[src/rtl/tpf_pkg.sv]
// ----------------------------------------------------------------------------
// tpf_pkg: shared definitions for the trapezoidal pulse filter
// Sizes, configuration register indexes, the job word that goes from the
// front end through the queue to the back end, and output saturation.
// ----------------------------------------------------------------------------
`default_nettype none

package tpf_pkg;

  localparam int MAX_RISE      = 128;
  localparam int MAX_GAP       = 128;
  localparam int HISTORY_DEPTH = 512;
  localparam int SAMPLE_BITS   = 16;

  localparam int RISE_RESET = 5;
  localparam int GAP_RESET  = 5;

  localparam int CFG_W     = 8;
  localparam int CFG_IDX_W = 1;
  localparam logic [CFG_IDX_W-1:0] REG_RISE_LEN = CFG_IDX_W'(0);
  localparam logic [CFG_IDX_W-1:0] REG_GAP_LEN  = CFG_IDX_W'(1);

  localparam int RISE_W = $clog2(MAX_RISE + 1);
  localparam int GAP_W  = $clog2(MAX_GAP + 1);
  localparam int SPAN_W = $clog2(2 * MAX_RISE + MAX_GAP + 1);

  // The history depth is a power of two that covers the longest span.
  localparam int HIST_AW = $clog2(HISTORY_DEPTH);

  localparam int POS_W   = 10;
  localparam int POS_MAX = (1 << POS_W) - 1;

  localparam int SUM_W  = $clog2(MAX_RISE * ((1 << SAMPLE_BITS) - 1) + 1);
  localparam int WIDE_W = SUM_W + 1;
  localparam int DIFF_W = SUM_W + 1;

  localparam int OUT_W   = 24;
  localparam int OUT_MAX = (1 << (OUT_W - 1)) - 1;
  localparam int OUT_MIN = -(1 << (OUT_W - 1));

  localparam int Q_DEPTH = 4;
  localparam int Q_AW    = $clog2(Q_DEPTH);
  localparam int QC_W    = $clog2(Q_DEPTH + 1);

  typedef enum logic [1:0] {
    OP_ITEM,
    OP_CLEAR,
    OP_ACCUM
  } op_t;

  typedef struct packed {
    op_t                    op;
    logic [SAMPLE_BITS-1:0] sample;
    logic [SAMPLE_BITS-1:0] tap_near;
    logic [SAMPLE_BITS-1:0] tap_mid;
    logic [SAMPLE_BITS-1:0] tap_far;
    logic                   trace_start;
    logic                   full;
    logic                   sub_r;
    logic                   add_l;
    logic                   to_r;
    logic                   to_l;
    logic                   gate;
  } job_t;

  function automatic logic signed [OUT_W-1:0] sat_out(input logic signed [DIFF_W-1:0] d);
    int v;
    v = int'(d);
    if (v > OUT_MAX) begin
      v = OUT_MAX;
    end else if (v < OUT_MIN) begin
      v = OUT_MIN;
    end
    return OUT_W'(v);
  endfunction

endpackage

`default_nettype wire

[src/rtl/tpf_queue.sv]
// ----------------------------------------------------------------------------
// tpf_queue: job queue between front end and back end
// A small first-in first-out buffer of job words with an occupancy count
// that the front end uses for flow control.
// ----------------------------------------------------------------------------
`default_nettype none

module tpf_queue (
  input  wire                       clk,
  input  wire                       rst_n,
  input  wire                       push,
  input  tpf_pkg::job_t             push_job,
  input  wire                       pop,
  output tpf_pkg::job_t             head_job,
  output logic [tpf_pkg::QC_W-1:0]  count
);

  tpf_pkg::job_t                 slots [tpf_pkg::Q_DEPTH];
  logic [tpf_pkg::Q_AW-1:0]      wr_ptr_r, wr_ptr_nxt;
  logic [tpf_pkg::Q_AW-1:0]      rd_ptr_r, rd_ptr_nxt;
  logic [tpf_pkg::QC_W-1:0]      count_r, count_nxt;

  assign head_job = slots[rd_ptr_r];
  assign count    = count_r;

  always_comb begin
    wr_ptr_nxt = push ? wr_ptr_r + tpf_pkg::Q_AW'(1) : wr_ptr_r;
    rd_ptr_nxt = pop ? rd_ptr_r + tpf_pkg::Q_AW'(1) : rd_ptr_r;
    count_nxt  = count_r + tpf_pkg::QC_W'(push) - tpf_pkg::QC_W'(pop);
  end

  always_ff @(posedge clk) begin
    if (push) begin
      slots[wr_ptr_r] <= push_job;
    end
  end

  always_ff @(posedge clk) begin
    if (!rst_n) begin
      wr_ptr_r <= '0;
      rd_ptr_r <= '0;
      count_r  <= '0;
    end else begin
      wr_ptr_r <= wr_ptr_nxt;
      rd_ptr_r <= rd_ptr_nxt;
      count_r  <= count_nxt;
    end
  end

`ifndef NO_ASSERTIONS
  a_no_overflow: assert property (@(posedge clk) disable iff (!rst_n)
    push && !pop |-> int'(count_r) < tpf_pkg::Q_DEPTH)
    else $error("job queue overflow");

  a_no_underflow: assert property (@(posedge clk) disable iff (!rst_n)
    pop |-> count_r != '0)
    else $error("job queue underflow");
`endif

endmodule

`default_nettype wire

[config.mk]
export PLATFORM = sky130hd
export DESIGN_NAME = tpf_queue
export DESIGN_NICKNAME = d
export VERILOG_FILES = /design/src/rtl/tpf_pkg.sv /design/src/rtl/tpf_queue.sv
export SDC_FILE = /design/constraint.sdc
export NUM_CORES = 1
export LEC_CHECK = 0
export BUFFER_PORTS_ARGS = -buffer_cell sky130_fd_sc_hd__buf_4
export CAP_MARGIN = 30
export CORE_MARGIN = 2
export CORE_UTILIZATION = 57
export DETAILED_ROUTE_END_ITERATION = 10
export MAX_ROUTING_LAYER = met4
export PLACE_DENSITY = 0.85
export SLEW_MARGIN = 20
export SYNTH_ARGS = -nofsm -noshare
export SYNTH_HDL_FRONTEND = slang
export SYNTH_SLANG_ARGS = --single-unit
[constraint.sdc]
create_clock -name clk -period 3.3 [get_ports clk]
set_input_delay 0.165 -clock clk [delete_from_list [all_inputs] [get_ports clk]]
set_output_delay 0.165 -clock clk [all_outputs]
set_load 0.02 [all_outputs]
---- After elaboration in Yosys (flattened, before gate mapping) ----
Memory sizes are Yosys's and may differ from the RTL's. A register that Yosys moved wholly into a read port is not among the register bits.
Cells that the tools add are included.
Widths: inputs -> output; s select.
operators by class
  add/sub/neg operators ................... 4
  equal/unequal tests ..................... 0
  shifts and indexed selects .............. 0
  multipliers ............................. 0
  magnitude comparators ................... 0
  bitwise operators ....................... 0
  divide/modulo/power cells ............... 0
  multiplexer cells ....................... 4
  reduce and logical (&&, ||, !) cells .... 0
operators with widths
  kind                 count
  $add 2x1->2 const B  2
  $mux 2               2
  $add 3x1->3          1
  $sub 3x1->3          1
  $mux 1               2
storage, ports and cells
  latch bits .............................. 0
  RAM bits ................................ 292
  register bits after elaboration ......... 7
  memory bits (read-only) ................. 0
  input bits .............................. 77
  output and inout port bits .............. 76
  logic and storage cells ................. 12
  memories ................................ 1
memories
  name   depth  width  rd ports  clocked after Yosys merged registers in  write ports  RTL line         RTL
  slots  4      73     1         1                                        1            tpf_queue.sv:18  tpf_pkg::job_t slots [tpf_pkg::Q_DEPTH];

---- Longest topological paths before layout ----
  depth after elaboration ................. 3
  gate-level depth with buffers ........... 7
  gate-level depth less buffers ........... 7

---- Worst setup path before layout ----
No wires, ideal clock.
  kind .................................... register to register
  from .................................... register wr_ptr_r[0] (netlist name)
  to ...................................... memory slots[0][0] (netlist name), enable pin
  cell stages (with the launch flop) ...... 4
  data required time ...................... 2861 ps
  setup slack ............................. 612 ps
  clock period less this slack ............ 2688 ps
  buffers on the path ..................... 0
  arrival time ............................ 2249 ps
  setup time .............................. 439 ps
  cells stage by stage .................... dfxtp_1 -> inv_1 -> ha_1 -> and2_1
RTL lines
  what                    RTL line         RTL
  start, declared         tpf_queue.sv:19  logic [tpf_pkg::Q_AW-1:0] wr_ptr_r, wr_ptr_nxt;
  start signal, assigned  tpf_queue.sv:44  wr_ptr_r <= wr_ptr_nxt;
  end, declared           tpf_queue.sv:18
No word-level cell before the write port.

==> results_dict.tcl <==
set metrics [dict create \
    die_w_um 143 \
    setup.worst_path.end_class "primary output" \
    cellLeakagePower_nw 4.94 \
    synth_compound_area_share_pct 0.136 \
    yosys.area_share.xor_xnor_pct 0.374 \
    port_buffers 152 \
    rsz0062_at_grt "no" \
    grt_pass1_wl_mm 31.9 \
    ys_seq_elements 301 \
    fin_crit_sh_pct 76.1 \
    root_buffer "clkbuf_16" \
    io_pins 153 \
    critical_path_buf_inv_count 2 \
    clockBufferDepth 3 \
    power_density_mw_per_mm2 639 \
    final_antenna_net_count 0 \
    first_iter_violations 311 \
    die-area_mm2 0.0205 \
    worst_pin_slew_ps 582 \
    startpoint_type "flip-flop" \
    synth_mux_area_share_pct 15.0 \
    cts_resized 0 \
    area_delta_synth_final_pct 29.9 \
    syn_area_mm2 0.0110 \
    synthAdderAreaFrac_pct 0.861 \
    hold_viol 0 \
    final.setup.tns_ps 0 \
    grt_max_degree 49 \
    arrival_ps 2350 \
    firstDrtPassIters 4 \
    clock-skew-final_ps 11.0 \
    drv_cap 0 \
    ys_seq_area_share_pct 81.1 \
    synth.distinct_cells 19 \
    start_util_pct 58.6 \
    slew_headroom_pct 61.2 \
    drc 0 \
    path_cells "buf_4 > mux4_2 > buf_4" \
    grt_use_total_pct 21.5 \
    gp_congestion 0.731 \
    finalSetupViolCount 0 \
    report.final.slew_viol_count 0 \
    cts_max_level 1 \
    fin_util_pct 76.1 \
    synth_area_leaders "edfxtp_1 79%, mux4_2 15%, dfxtp_1 1.6%" \
    vias 5289 \
    core.rowCount 50 \
    synth_area_leader_cell "edfxtp_1" \
    grt-ovfl-total 0 \
    min_path_type "in -> reg" \
    status "finished clean" \
    crit_family "flip-flops" \
    fmax_ghz 0.398 \
    clk_latency_ps 530 \
    via_per_inst 5.52 \
    crit_required_ps 3130 \
    fin_crit_ps 2510 \
    critical-path-max-stage-delay_ps 680 \
    syn_area_per_cell_um2 26.2 \
    worstPathMaxFanout 26 \
    yosys_warnings 0 \
    synth_top_area_share_pct 79.4 \
    synth_cells 422 \
    die_y_um 143 \
    fillers 947 \
    synthSimpleGateAreaFrac_pct 0.578 \
    critical_path_class "reg -> out" \
    core_mm2 0.0188 \
    final_nets 758 \
    synth_top_family_by_area "multiplexers" \
    antenna_found_initial 1 \
    routedWlPerCell_um 22.0 \
    synthesis.nets 506 \
    drive_above_1_share_pct 40.9 \
    clkTransAtPathRegs_ps 60 \
    numCtsBuffers 30 \
    grt_pass1_vias 5727 \
    detailed_place_hpwl_mm 11.9 \
    cpMaxStageDelayCell "dfxtp_4" \
    cts_tree "done" \
    crit_path_frequent_cell "buf_4" \
    vdd_ir_drop_max_mv 0.589 \
    cts.sinks 301 \
    wl_mm 21.1 \
]
sequential cells by signal, indices dropped and copies added (netlist names), named ones only:
signal    count
slots       292
count         3
rd_ptr_r      2
wr_ptr_r      2
path summary, 6_finish.rpt:
path | from | endpoint | slack, ps | depth (start not counted)
worst max-delay path | flip-flop | head_job[46] | 790 | 3
worst min-delay path | push_job[2] | slots[3][2] | 380 | 2
worst max register to register | wr_ptr_r[0] | slots[3][31] | 1530 | 3
worst min register to register | rd_ptr_r[0] | flip-flop | 550 | 2
area by class of cell:
class / instances / area (µm²) / share of cell area, %
clock buffers: 40 / 850 / 5.93
multi-input cells: 98 / 1880 / 13.1
well taps: 260 / 325 / 2.27
inverters: 7 / 26.3 / 0.183
repair buffers: 236 / 2070 / 14.4
flip-flops and latches: 301 / 8960 / 62.5
diodes: 1 / 2.50 / 0.0175
clock inverters: 15 / 225 / 1.57
cell families (layout without fill, tap and decap cells):
logic type / count (synthesis) / in the layout
AOI/OAI and AO/OA: 2 / 2
xor gates and xnor gates: 3 / 3
adders and majority gates: 7 / 7
buffers and inverters: 23 / 298
DFF: 301 / 301
muxes: 74 / 74
other: 0 / 1
and+or+nand+nor: 12 / 12
cells in the final DEF, fill, tap and decap left out:
master	netlist	final
edfxtp_1	292	292
inv_1	7	7
dfxtp_1	9	7
mux4_2	72	72
xor3_1	1	1
buf_16	0	4
dfxtp_4	0	2
dlygate4sd3_1	0	76
clkinv_2	0	3
buf_12	7	2
bufinv_16	0	6
ha_1	6	6
and2_1	6	2
nor2_1	5	5
clkbuf_8	0	4
xnor2_1	2	2
buf_4	0	154
mux4_1	1	1
clkbuf_1	0	5
clkinv_1	0	4
fa_1	1	1
mux2i_1	1	1
clkinvlp_4	0	2
and2_4	0	4
a21bo_2	1	1
diode_2	0	1
nand3b_1	1	1
clkbuf_16	0	31
a21oi_1	1	1
synth_stat cells:
| library cell | count |
|---|---|
| buf_2 | 7 |
| fa_1 | 1 |
| buf_6 | 1 |
| xor3_1 | 1 |
| mux4_2 | 72 |
| xnor2_1 | 2 |
| nor2_1 | 5 |
| and2_1 | 6 |
| mux2i_1 | 1 |
| ha_1 | 6 |
| edfxtp_1 | 292 |
| a21oi_1 | 1 |
| a21bo_2 | 1 |
| mux4_1 | 1 |
| clkbuf_2 | 1 |
| dfxtp_1 | 9 |
| buf_12 | 7 |
| nand3b_1 | 1 |
| inv_1 | 7 |
what timing repair did:
action | in CTS | in global routing
setup buffers | 0 | 0
hold buffers | 76 | 0
hold endpoints to repair | 301 | 0
power breakdown:
part | total (W) | switching (W) | internal [W]
clock network | 0.00359 | 0.00133 | 0.00226
registers | 0.00448 | 0.0000833 | 0.00439
logic | 0.00109 | 0.000538 | 0.000549
total | 0.00916 | 0.00195 | 0.00721
per-stage QoR:
step	power (W)	area (µm²)	hold slack (ps)	worst slack, ps	instances
floorplan	0.00514	11000	264	612	422
global placement	0.00550	12400	363	1310	821
detailed placement	0.00557	12500	368	1270	826
CTS	0.00922	14300	347	673	957
global route	0.00943	14300	360	593	958
finish	0.00916	14300	380	789	958
layer usage:
| metal | GRT usage [%] | up-vias | share of wire, % |
|---|---|---|---|
| met2 | 36.5 | 193 | 54 |
| met4 | 4.74 | 0 | 1.3 |
| li1 | - | 2317 | - |
| met3 | 3.69 | 29 | 5.9 |
| met1 | 27.9 | 2750 | 39 |
| met5 | - | - | 0 |
worst reg2reg max path, stage by stage (launching register included):
cell	delay, ps
dfxtp_1	410
ha_1	180
and2_4	520
buf_12	340
(Power assumes the default switching activity.)
