**src/rtl/tpf_pkg.sv**
```systemverilog
// ----------------------------------------------------------------------------
// tpf_pkg: shared definitions for the trapezoidal pulse filter
// Sizes, configuration register indexes, the job word that goes from the
// front end through the queue to the back end, and output saturation.
// ----------------------------------------------------------------------------
`default_nettype none

package tpf_pkg;

  localparam int MAX_RISE      = 128;
  localparam int MAX_GAP       = 128;
  localparam int HISTORY_DEPTH = 512;
  localparam int SAMPLE_BITS   = 16;

  localparam int RISE_RESET = 5;
  localparam int GAP_RESET  = 5;

  localparam int CFG_W     = 8;
  localparam int CFG_IDX_W = 1;
  localparam logic [CFG_IDX_W-1:0] REG_RISE_LEN = CFG_IDX_W'(0);
  localparam logic [CFG_IDX_W-1:0] REG_GAP_LEN  = CFG_IDX_W'(1);

  localparam int RISE_W = $clog2(MAX_RISE + 1);
  localparam int GAP_W  = $clog2(MAX_GAP + 1);
  localparam int SPAN_W = $clog2(2 * MAX_RISE + MAX_GAP + 1);

  // The history depth is a power of two that covers the longest span.
  localparam int HIST_AW = $clog2(HISTORY_DEPTH);

  localparam int POS_W   = 10;
  localparam int POS_MAX = (1 << POS_W) - 1;

  localparam int SUM_W  = $clog2(MAX_RISE * ((1 << SAMPLE_BITS) - 1) + 1);
  localparam int WIDE_W = SUM_W + 1;
  localparam int DIFF_W = SUM_W + 1;

  localparam int OUT_W   = 24;
  localparam int OUT_MAX = (1 << (OUT_W - 1)) - 1;
  localparam int OUT_MIN = -(1 << (OUT_W - 1));

  localparam int Q_DEPTH = 4;
  localparam int Q_AW    = $clog2(Q_DEPTH);
  localparam int QC_W    = $clog2(Q_DEPTH + 1);

  typedef enum logic [1:0] {
    OP_ITEM,
    OP_CLEAR,
    OP_ACCUM
  } op_t;

  typedef struct packed {
    op_t                    op;
    logic [SAMPLE_BITS-1:0] sample;
    logic [SAMPLE_BITS-1:0] tap_near;
    logic [SAMPLE_BITS-1:0] tap_mid;
    logic [SAMPLE_BITS-1:0] tap_far;
    logic                   trace_start;
    logic                   full;
    logic                   sub_r;
    logic                   add_l;
    logic                   to_r;
    logic                   to_l;
    logic                   gate;
  } job_t;

  function automatic logic signed [OUT_W-1:0] sat_out(input logic signed [DIFF_W-1:0] d);
    int v;
    v = int'(d);
    if (v > OUT_MAX) begin
      v = OUT_MAX;
    end else if (v < OUT_MIN) begin
      v = OUT_MIN;
    end
    return OUT_W'(v);
  endfunction

endpackage

`default_nettype wire

```
**src/rtl/tpf_if.sv**
```systemverilog
// ----------------------------------------------------------------------------
// tpf_if: valid/ready channels of the trapezoidal pulse filter
// tpf_in_if carries raw samples, tpf_out_if carries filter results.
// ----------------------------------------------------------------------------
`default_nettype none


interface tpf_out_if;
  logic                             valid;
  logic                             ready;
  logic signed [tpf_pkg::OUT_W-1:0] filter_value;
  logic                             windows_full;

  modport source (output valid, filter_value, windows_full, input ready);
  modport sink (input valid, filter_value, windows_full, output ready);
endinterface

`default_nettype wire

```
**src/rtl/tpf_back.sv**
```systemverilog
// ----------------------------------------------------------------------------
// tpf_back: window sums and result register
// Keeps the running right and left window sums, forms the filter value for
// each sample job and holds it in the output register until it is taken.
// ----------------------------------------------------------------------------
`default_nettype none

module tpf_back (
  input  wire                       clk,
  input  wire                       rst_n,
  input  tpf_pkg::job_t             head_job,
  input  wire [tpf_pkg::QC_W-1:0]   q_count,
  output logic                      q_pop,
  tpf_out_if.source                 out_ch
);

  logic [tpf_pkg::SUM_W-1:0]        rsum_r, rsum_nxt;
  logic [tpf_pkg::SUM_W-1:0]        lsum_r, lsum_nxt;
  logic                             out_valid_r, out_valid_nxt;
  logic signed [tpf_pkg::OUT_W-1:0] out_value_r, out_value_nxt;
  logic                             out_full_r, out_full_nxt;

  logic                             out_free;
  logic                             item_pop;
  logic [tpf_pkg::SUM_W-1:0]        base_r, base_l;
  logic [tpf_pkg::WIDE_W-1:0]       r_wide, l_wide;
  logic signed [tpf_pkg::DIFF_W-1:0] diff;

  assign out_free = !out_valid_r || out_ch.ready;
  assign q_pop    = (q_count != '0) && ((head_job.op != tpf_pkg::OP_ITEM) || out_free);
  assign item_pop = q_pop && (head_job.op == tpf_pkg::OP_ITEM);

  assign out_ch.valid        = out_valid_r;
  assign out_ch.filter_value = out_value_r;
  assign out_ch.windows_full = out_full_r;

  always_comb begin
    base_r   = head_job.trace_start ? '0 : rsum_r;
    base_l   = head_job.trace_start ? '0 : lsum_r;
    diff     = $signed({1'b0, base_r}) - $signed({1'b0, base_l});
    rsum_nxt = rsum_r;
    lsum_nxt = lsum_r;
    r_wide   = '0;
    l_wide   = '0;
    if (q_pop) begin
      unique case (head_job.op)
        tpf_pkg::OP_ITEM: begin
          r_wide = tpf_pkg::WIDE_W'(base_r) + tpf_pkg::WIDE_W'(head_job.sample)
                 - (head_job.sub_r ? tpf_pkg::WIDE_W'(head_job.tap_near) : '0);
          l_wide = tpf_pkg::WIDE_W'(base_l)
                 + (head_job.add_l ? tpf_pkg::WIDE_W'(head_job.tap_mid) : '0)
                 - (head_job.full ? tpf_pkg::WIDE_W'(head_job.tap_far) : '0);
          rsum_nxt = tpf_pkg::SUM_W'(r_wide);
          lsum_nxt = tpf_pkg::SUM_W'(l_wide);
        end
        tpf_pkg::OP_CLEAR: begin
          rsum_nxt = '0;
          lsum_nxt = '0;
        end
        tpf_pkg::OP_ACCUM: begin
          r_wide = tpf_pkg::WIDE_W'(rsum_r)
                 + ((head_job.gate && head_job.to_r) ? tpf_pkg::WIDE_W'(head_job.tap_far) : '0);
          l_wide = tpf_pkg::WIDE_W'(lsum_r)
                 + ((head_job.gate && head_job.to_l) ? tpf_pkg::WIDE_W'(head_job.tap_far) : '0);
          rsum_nxt = tpf_pkg::SUM_W'(r_wide);
          lsum_nxt = tpf_pkg::SUM_W'(l_wide);
        end
        default: begin
        end
      endcase
    end
  end

  always_comb begin
    out_valid_nxt = out_valid_r;
    out_value_nxt = out_value_r;
    out_full_nxt  = out_full_r;
    if (item_pop) begin
      out_valid_nxt = 1'b1;
      out_value_nxt = head_job.full ? tpf_pkg::sat_out(diff) : '0;
      out_full_nxt  = head_job.full;
    end else if (out_ch.ready) begin
      out_valid_nxt = 1'b0;
    end
  end

  always_ff @(posedge clk) begin
    if (!rst_n) begin
      rsum_r      <= '0;
      lsum_r      <= '0;
      out_valid_r <= 1'b0;
    end else begin
      rsum_r      <= rsum_nxt;
      lsum_r      <= lsum_nxt;
      out_valid_r <= out_valid_nxt;
    end
  end

  always_ff @(posedge clk) begin
    out_value_r <= out_value_nxt;
    out_full_r  <= out_full_nxt;
  end

`ifndef NO_ASSERTIONS
  a_zero_until_full: assert property (@(posedge clk) disable iff (!rst_n)
    out_valid_r && !out_full_r |-> out_value_r == '0)
    else $error("nonzero filter value before windows are full");
`endif

endmodule

`default_nettype wire

```
**src/flat_wrapper.sv**
```systemverilog
// flat-port wrapper written by rule: the top's interface ports become plain ports
module tpf_back_flat 
  (clk, rst_n, head_job, q_count, q_pop, out_ch_valid, out_ch_filter_value, out_ch_windows_full, out_ch_ready);
  tpf_out_if out_ch_i ();
  input  wire clk;
  input  wire rst_n;
  input  tpf_pkg::job_t head_job;
  input  wire [tpf_pkg::QC_W-1:0] q_count;
  output logic q_pop;
  output wire logic [$bits(out_ch_i.valid)-1:0] out_ch_valid;
  output wire logic [$bits(out_ch_i.filter_value)-1:0] out_ch_filter_value;
  output wire logic [$bits(out_ch_i.windows_full)-1:0] out_ch_windows_full;
  input wire logic [$bits(out_ch_i.ready)-1:0] out_ch_ready;
  assign out_ch_valid = out_ch_i.valid;
  assign out_ch_filter_value = out_ch_i.filter_value;
  assign out_ch_windows_full = out_ch_i.windows_full;
  assign out_ch_i.ready = out_ch_ready;
  tpf_back u_core (.clk(clk), .rst_n(rst_n), .head_job(head_job), .q_count(q_count), .q_pop(q_pop), .out_ch(out_ch_i));
endmodule
```
**config.mk**
```make
export PLATFORM = sky130hd
export DESIGN_NAME = tpf_back_flat
export DESIGN_NICKNAME = d
export VERILOG_FILES = /design/src/rtl/tpf_pkg.sv /design/src/rtl/tpf_if.sv /design/src/rtl/tpf_back.sv /design/src/flat_wrapper.sv
export SDC_FILE = /design/constraint.sdc
export NUM_CORES = 1
export LEC_CHECK = 0
export BUFFER_PORTS_ARGS = -buffer_cell sky130_fd_sc_hd__buf_2
export CAP_MARGIN = 20
export CORE_ASPECT_RATIO = 1.4
export CORE_MARGIN = 4
export CORE_UTILIZATION = 50
export DETAILED_ROUTE_END_ITERATION = 10
export GPL_TIMING_DRIVEN = 0
export PLACE_DENSITY = 0.71
export SYNTH_ARGS = -nofsm -noshare
export SYNTH_HDL_FRONTEND = slang
export SYNTH_SLANG_ARGS = --single-unit
```
**constraint.sdc**
```tcl
create_clock -name clk -period 8.3 [get_ports clk]
set_input_delay 0.415 -clock clk [delete_from_list [all_inputs] [get_ports clk]]
set_output_delay 0.415 -clock clk [all_outputs]
set_load 0.03 [all_outputs]
```
# After elaboration in Yosys (flattened, before gate mapping)
# Cells that the tools add are included.
classes:
  n_bitwise: 1
  mux: 13
  add_sub_neg: 7
  n_reduce_logical: 14
  n_lt_le_gt_ge: 2
  n_eq_ne: 2
op_table:
  columns: ["cell", "count"]
  rows:
  - ["23-bit case mux with 3 select lines", 2]
  - ["16-bit two-way mux", 5]
  - ["23-bit adder", 3]
  - ["23-bit two-way mux", 3]
  - ["23-bit subtractor", 2]
  - ["24-bit > comparator, second input constant", 1]
  - ["24-bit less-than comparator, second input constant", 1]
  - ["24-bit two-way mux", 1]
  - ["23-bit by 23-bit subtractor with 24-bit output", 1]
  - ["23-bit by 16-bit adder with 23-bit output", 1]
  - ["3-bit nonzero test", 2]
  - ["1-bit logical AND", 4]
  - ["2-bit nonzero test", 2]
  - ["2-bit by 1-bit == test with 1-bit output, second input constant", 1]
  - ["2-bit == test, second input constant", 1]
  - ["2-bit zero test", 1]
  - ["1-bit logical OR", 2]
  - ["1-bit two-way mux", 2]
  - ["2-bit AND reduction", 1]
  - ["2-bit OR reduction", 1]
  - ["1-bit zero test", 1]
  - ["1-bit inverter", 1]
word_totals:
  input_bits: 79
  out_inout_bits: 27
  wordCells: 45
  register_bits: 72

# Logic depth before layout (Yosys ltp)
logic_depth:
  depth_word: 6
  ltp_mapped: 16
  mapped_depth_nobuf: 15

# Worst setup path after synthesis
# No wires, ideal clock.
synth_timing:
  kind: "input-to-reg"
  from: "input head_job[6] in the netlist's numbering"
  to: "register u_core.rsum_r[22] in the netlist's numbering"
  n_path_buf: 2
  arrival_ns: 3.514
  setup_ns: 0.124
  path_slack_ns: 4.662
  path_stages: 15
  required_ns: 8.176
  cell_sequence: "clkbuf_1 > clkbuf_1 > nor2b_1 > inv_1 > fa_1 > inv_1 > ha_1 > o21ai_0 > a21oi_1 > o31ai_1 > a21oi_1 > a2111o_1 > a2111oi_2 > or3b_2 > nand3_1"
synth_between:
  elab_chain_cells: 4
synth_rtl:
  columns: ["item", "line_no", "rtl"]
  rows:
  - ["from (decl)", "flat_wrapper.sv:7", "input tpf_pkg::job_t head_job;"]
  - ["23-bit two-way mux", "tpf_back.sv:38", "base_r = head_job.trace_start ? '0 : rsum_r;"]
  - ["23-bit by 16-bit adder with 23-bit output", "tpf_back.sv:48", "r_wide = tpf_pkg::WIDE_W'(base_r) + tpf_pkg::WIDE_W'(head_job.sample)"]
  - ["23-bit subtractor", "tpf_back.sv:49", "- (head_job.sub_r ? tpf_pkg::WIDE_W'(head_job.tap_near) : '0);"]
  - ["23-bit case mux with 3 select lines", "tpf_back.sv:46", "unique case (head_job.op)"]
  - ["to (signal assigned)", "tpf_back.sv:93", "rsum_r <= rsum_nxt;"]
  - ["to (decl)", "tpf_back.sv:17", "logic [tpf_pkg::SUM_W-1:0] rsum_r, rsum_nxt;"]
# No other way between the ends.
# A chain may end at the register's enable or synchronous reset.

# Final worst setup path
# Same ends and word-level chain as after synthesis.

==> impl_metrics.toml <==
[pwr]
max-vdd-ir-drop_mv = 0.0909
power_leakage_uw = 0.00522
power_uw = 2170
power.density_nw_per_um2 = 197

[setup_path]
required_ns = 8.54
crit_type = "in -> reg"
slowest_delay_ns = 0.51
end_kind = "register"
rrSetupSlack_ns = 4.23
cpMaxStageDelayCell = "clkbuf_1"
startpoint_type = "input port"
critPathMaxFanout = 10
rr_startpoint = "u_core.rsum_r[1]"
critical_path.cell_chain = "buf_2 > clkbuf_1 > clkbuf_1 > nor2b_1 > inv_1 > fa_1 > inv_1 > ha_1 > o21ai_0 > a21oi_1 > o31ai_1 > a21oi_1 > a2111o_1 > a2111oi_2 > or3b_2 > nand3_1"
critPathArrivalTime_ns = 4.71
worstReg2RegEnd = "u_core.rsum_r[19]"
worstRegToRegCells = 13

[synth]
ys_warn_count = 0
synthDistinctLibCells = 87
synth_top_flop_cell = "dfxtp_1"
synth_top_family_by_area = "compound AO/OA/AOI/OAI gates"
synth_compound_area_frac = 0.243
async_flop_share = 0
post-synth-top-count-cell = "inv_1"
syn-num-nets = 1492
yosys.area_share.simple = 0.230
syn_area_per_cell_um2 = 7.68
synth_top_cell_area_share = 0.133
synth.area.top_cells = "ha_1 (13%), dfxtp_1 (9.6%), edfxtp_1 (7.7%)"
synthMuxAreaShare = 0.0113
syn_inst = 1274
yosysSeqAreaShare = 0.173
ys_ff_latch = 72
netlist_top_cells_count = "inv_1 (128), nand2_1 (119), ha_1 (104), a21oi_1 (100), nor2_1 (99)"
synth_top_cell_by_area = "ha_1"
syn_area_um2 = 9780
synthAdderAreaFrac = 0.205
synth-xor-area-share = 0.0627
synth_edf_count = 25

[clocking]
htree_levels = 3
clockBufferDepth = 2
insertion_delay_ns = 0.36
root_buffer = "clkbuf_16"
cts_made_buffers = 9
clkSinkCount = 72
postCtsSetupRepairBufs = 0
cts_tree = "yes"
clkSlewWorstSetupHoldPaths_ns = 0.06
post_cts_resized = 0
cts_hold_buffers = 0

[drt]
via_count = 9720
drt_iter0_drc = 649
routed_via_density = 5.91
wirelength_mm = 30.7
first_pass_iters = 5
postRouteAntennaNets = 0
avgRoutedWirePerCell_um = 18.7
drc = 0

[layout]
drive_above_1_share = 0.110
fin_cells = 1644
fin_area_um2 = 11000
area_growth_pct = 12.7
final_nets = 1608

[grt]
grt_max_degree = 23
grt_use_total = 0.278
grt_pass1_vias = 9442
antenna_found_initial = 0
overflow = 0
grt_pass1_wl_mm = 48.3

[floorplan]
pin_count = 106
initial_utilization = 0.509
core_area_um2 = 19200
rows = 60
die_x_um = 126
dieHeight_um = 173
dieArea_um2 = 21900

[place]
dpl_cell_area_um2 = 10600
dp_hpwl_mm = 24.5
dpl.cell_count = 1627
gp_congestion = 0.930
port_buffers = 104

[sta]
tightest_slew_ns = 0.817
setup_violations = 0
clock_skew_ns = 0.00901
relSlewSlack = 0.455
finalHoldViolCount = 0
finalCritPeriodShare = 0.539
drv_slew = 0
tns_ns = 0
rsz0062_at_grt = "false"
timing.fmax_ghz = 0.224
min_period_ns = 4.47

[worst_hold_path]
min_path_cells = 1
hold_path_class = "in -> reg"
min_to = "u_core.out_ch.windows_full"
hold_start = "head_job[5]"

[run]
cap_violations = 0

[outcome]
outcome = "finished clean"
-- where the power goes --
part	switching [µW]	total [µW]	internal (µW)
clock	172	526	355
sequential	47.7	475	427
combinational	679	1170	489
-- through the flow --
stage / hold slack, ns / worst slack [ns] / utilization
6_report: 0.352 / 3.83 / 0.574
5_1_grt: 0.351 / 3.50 / 0.574
4_1_cts: 0.336 / 3.87 / 0.574
3_5_place_dp: 0.508 / 3.51 / 0.554
3_3_place_gp: 0.502 / 3.49 / 0.552
2_1_floorplan: 0.479 / 4.66 / -
-- flip-flops by register name (all words and copies together) (netlist names) --
signal	cells
u_core.out_ch.filter_value	24
u_core.lsum_r	23
u_core.out_ch.windows_full	1
u_core.rsum_r	23
u_core.out_ch.valid	1
-- critical path: cells and delay by family --
family | cells | cell delay, ns
AO/OA/AOI/OAI | 6 | 1.76
adder cells (fa/ha/maj) | 2 | 0.65
buffers and inverters | 5 | 1.38
AND/OR/NAND/NOR | 3 | 0.49
-- worst max path at each step --
stage,from,endpoint,slack (ns),cells after the start
after global routing,head_job[6],u_core.rsum_r[22],3.50,16
final,head_job[6],u_core.rsum_r[22],3.83,16
after detailed placement,head_job[6],u_core.rsum_r[22],3.51,16
after floorplan,head_job[6],u_core.rsum_r[22],4.66,15
after CTS,head_job[6],u_core.rsum_r[22],3.87,16
after global placement,head_job[6],u_core.rsum_r[22],3.49,16
-- cells by family (layout without fill, tap and decap cells) --
kind of cell | after synthesis | count (layout)
compound gates | 357 | 357
other cells | 0 | 1
simple gates | 447 | 447
mux | 11 | 11
fa+ha+maj | 139 | 139
buf+inv | 178 | 299
flops | 72 | 72
xor+xnor | 70 | 70
-- layout by cell type (no fill, tap or decap), types with 25 or more instances in the layout --
cell type and instances:
and3_1 41, a21oi_1 100, clkbuf_1 40, nand2_1 119, nor2b_1 27, xor2_1 30
buf_2 106, ha_1 104, and2_1 40, dfxtp_1 47, a21o_1 27, nor2_1 99
inv_1 128, xnor2_1 40, edfxtp_1 25, nor3_1 34, fa_1 35, o21ai_0 81
-- layout make-up --
cell class	instances	area, µm²
inverters	131	492
multi-input cells	1024	7360
well taps	248	310
fillers	1951	8190
plain buffers	47	238
repair buffers	105	548
clock inverters	6	155
clock buffers	10	229
flip-flops and latches	72	1690
diodes	1	2.50
-- metal layers --
layer	share of wire	vias to the layer above	wire (µm)	track usage
met5	0	-	0	0
met4	0.086	0	2620	0.215
met3	0.040	97	1240	0.0197
met2	0.49	304	14900	0.474
met1	0.39	4560	11900	0.320
li1	-	4759	-	-
Note: power is estimated with default switching activity, not from simulation.
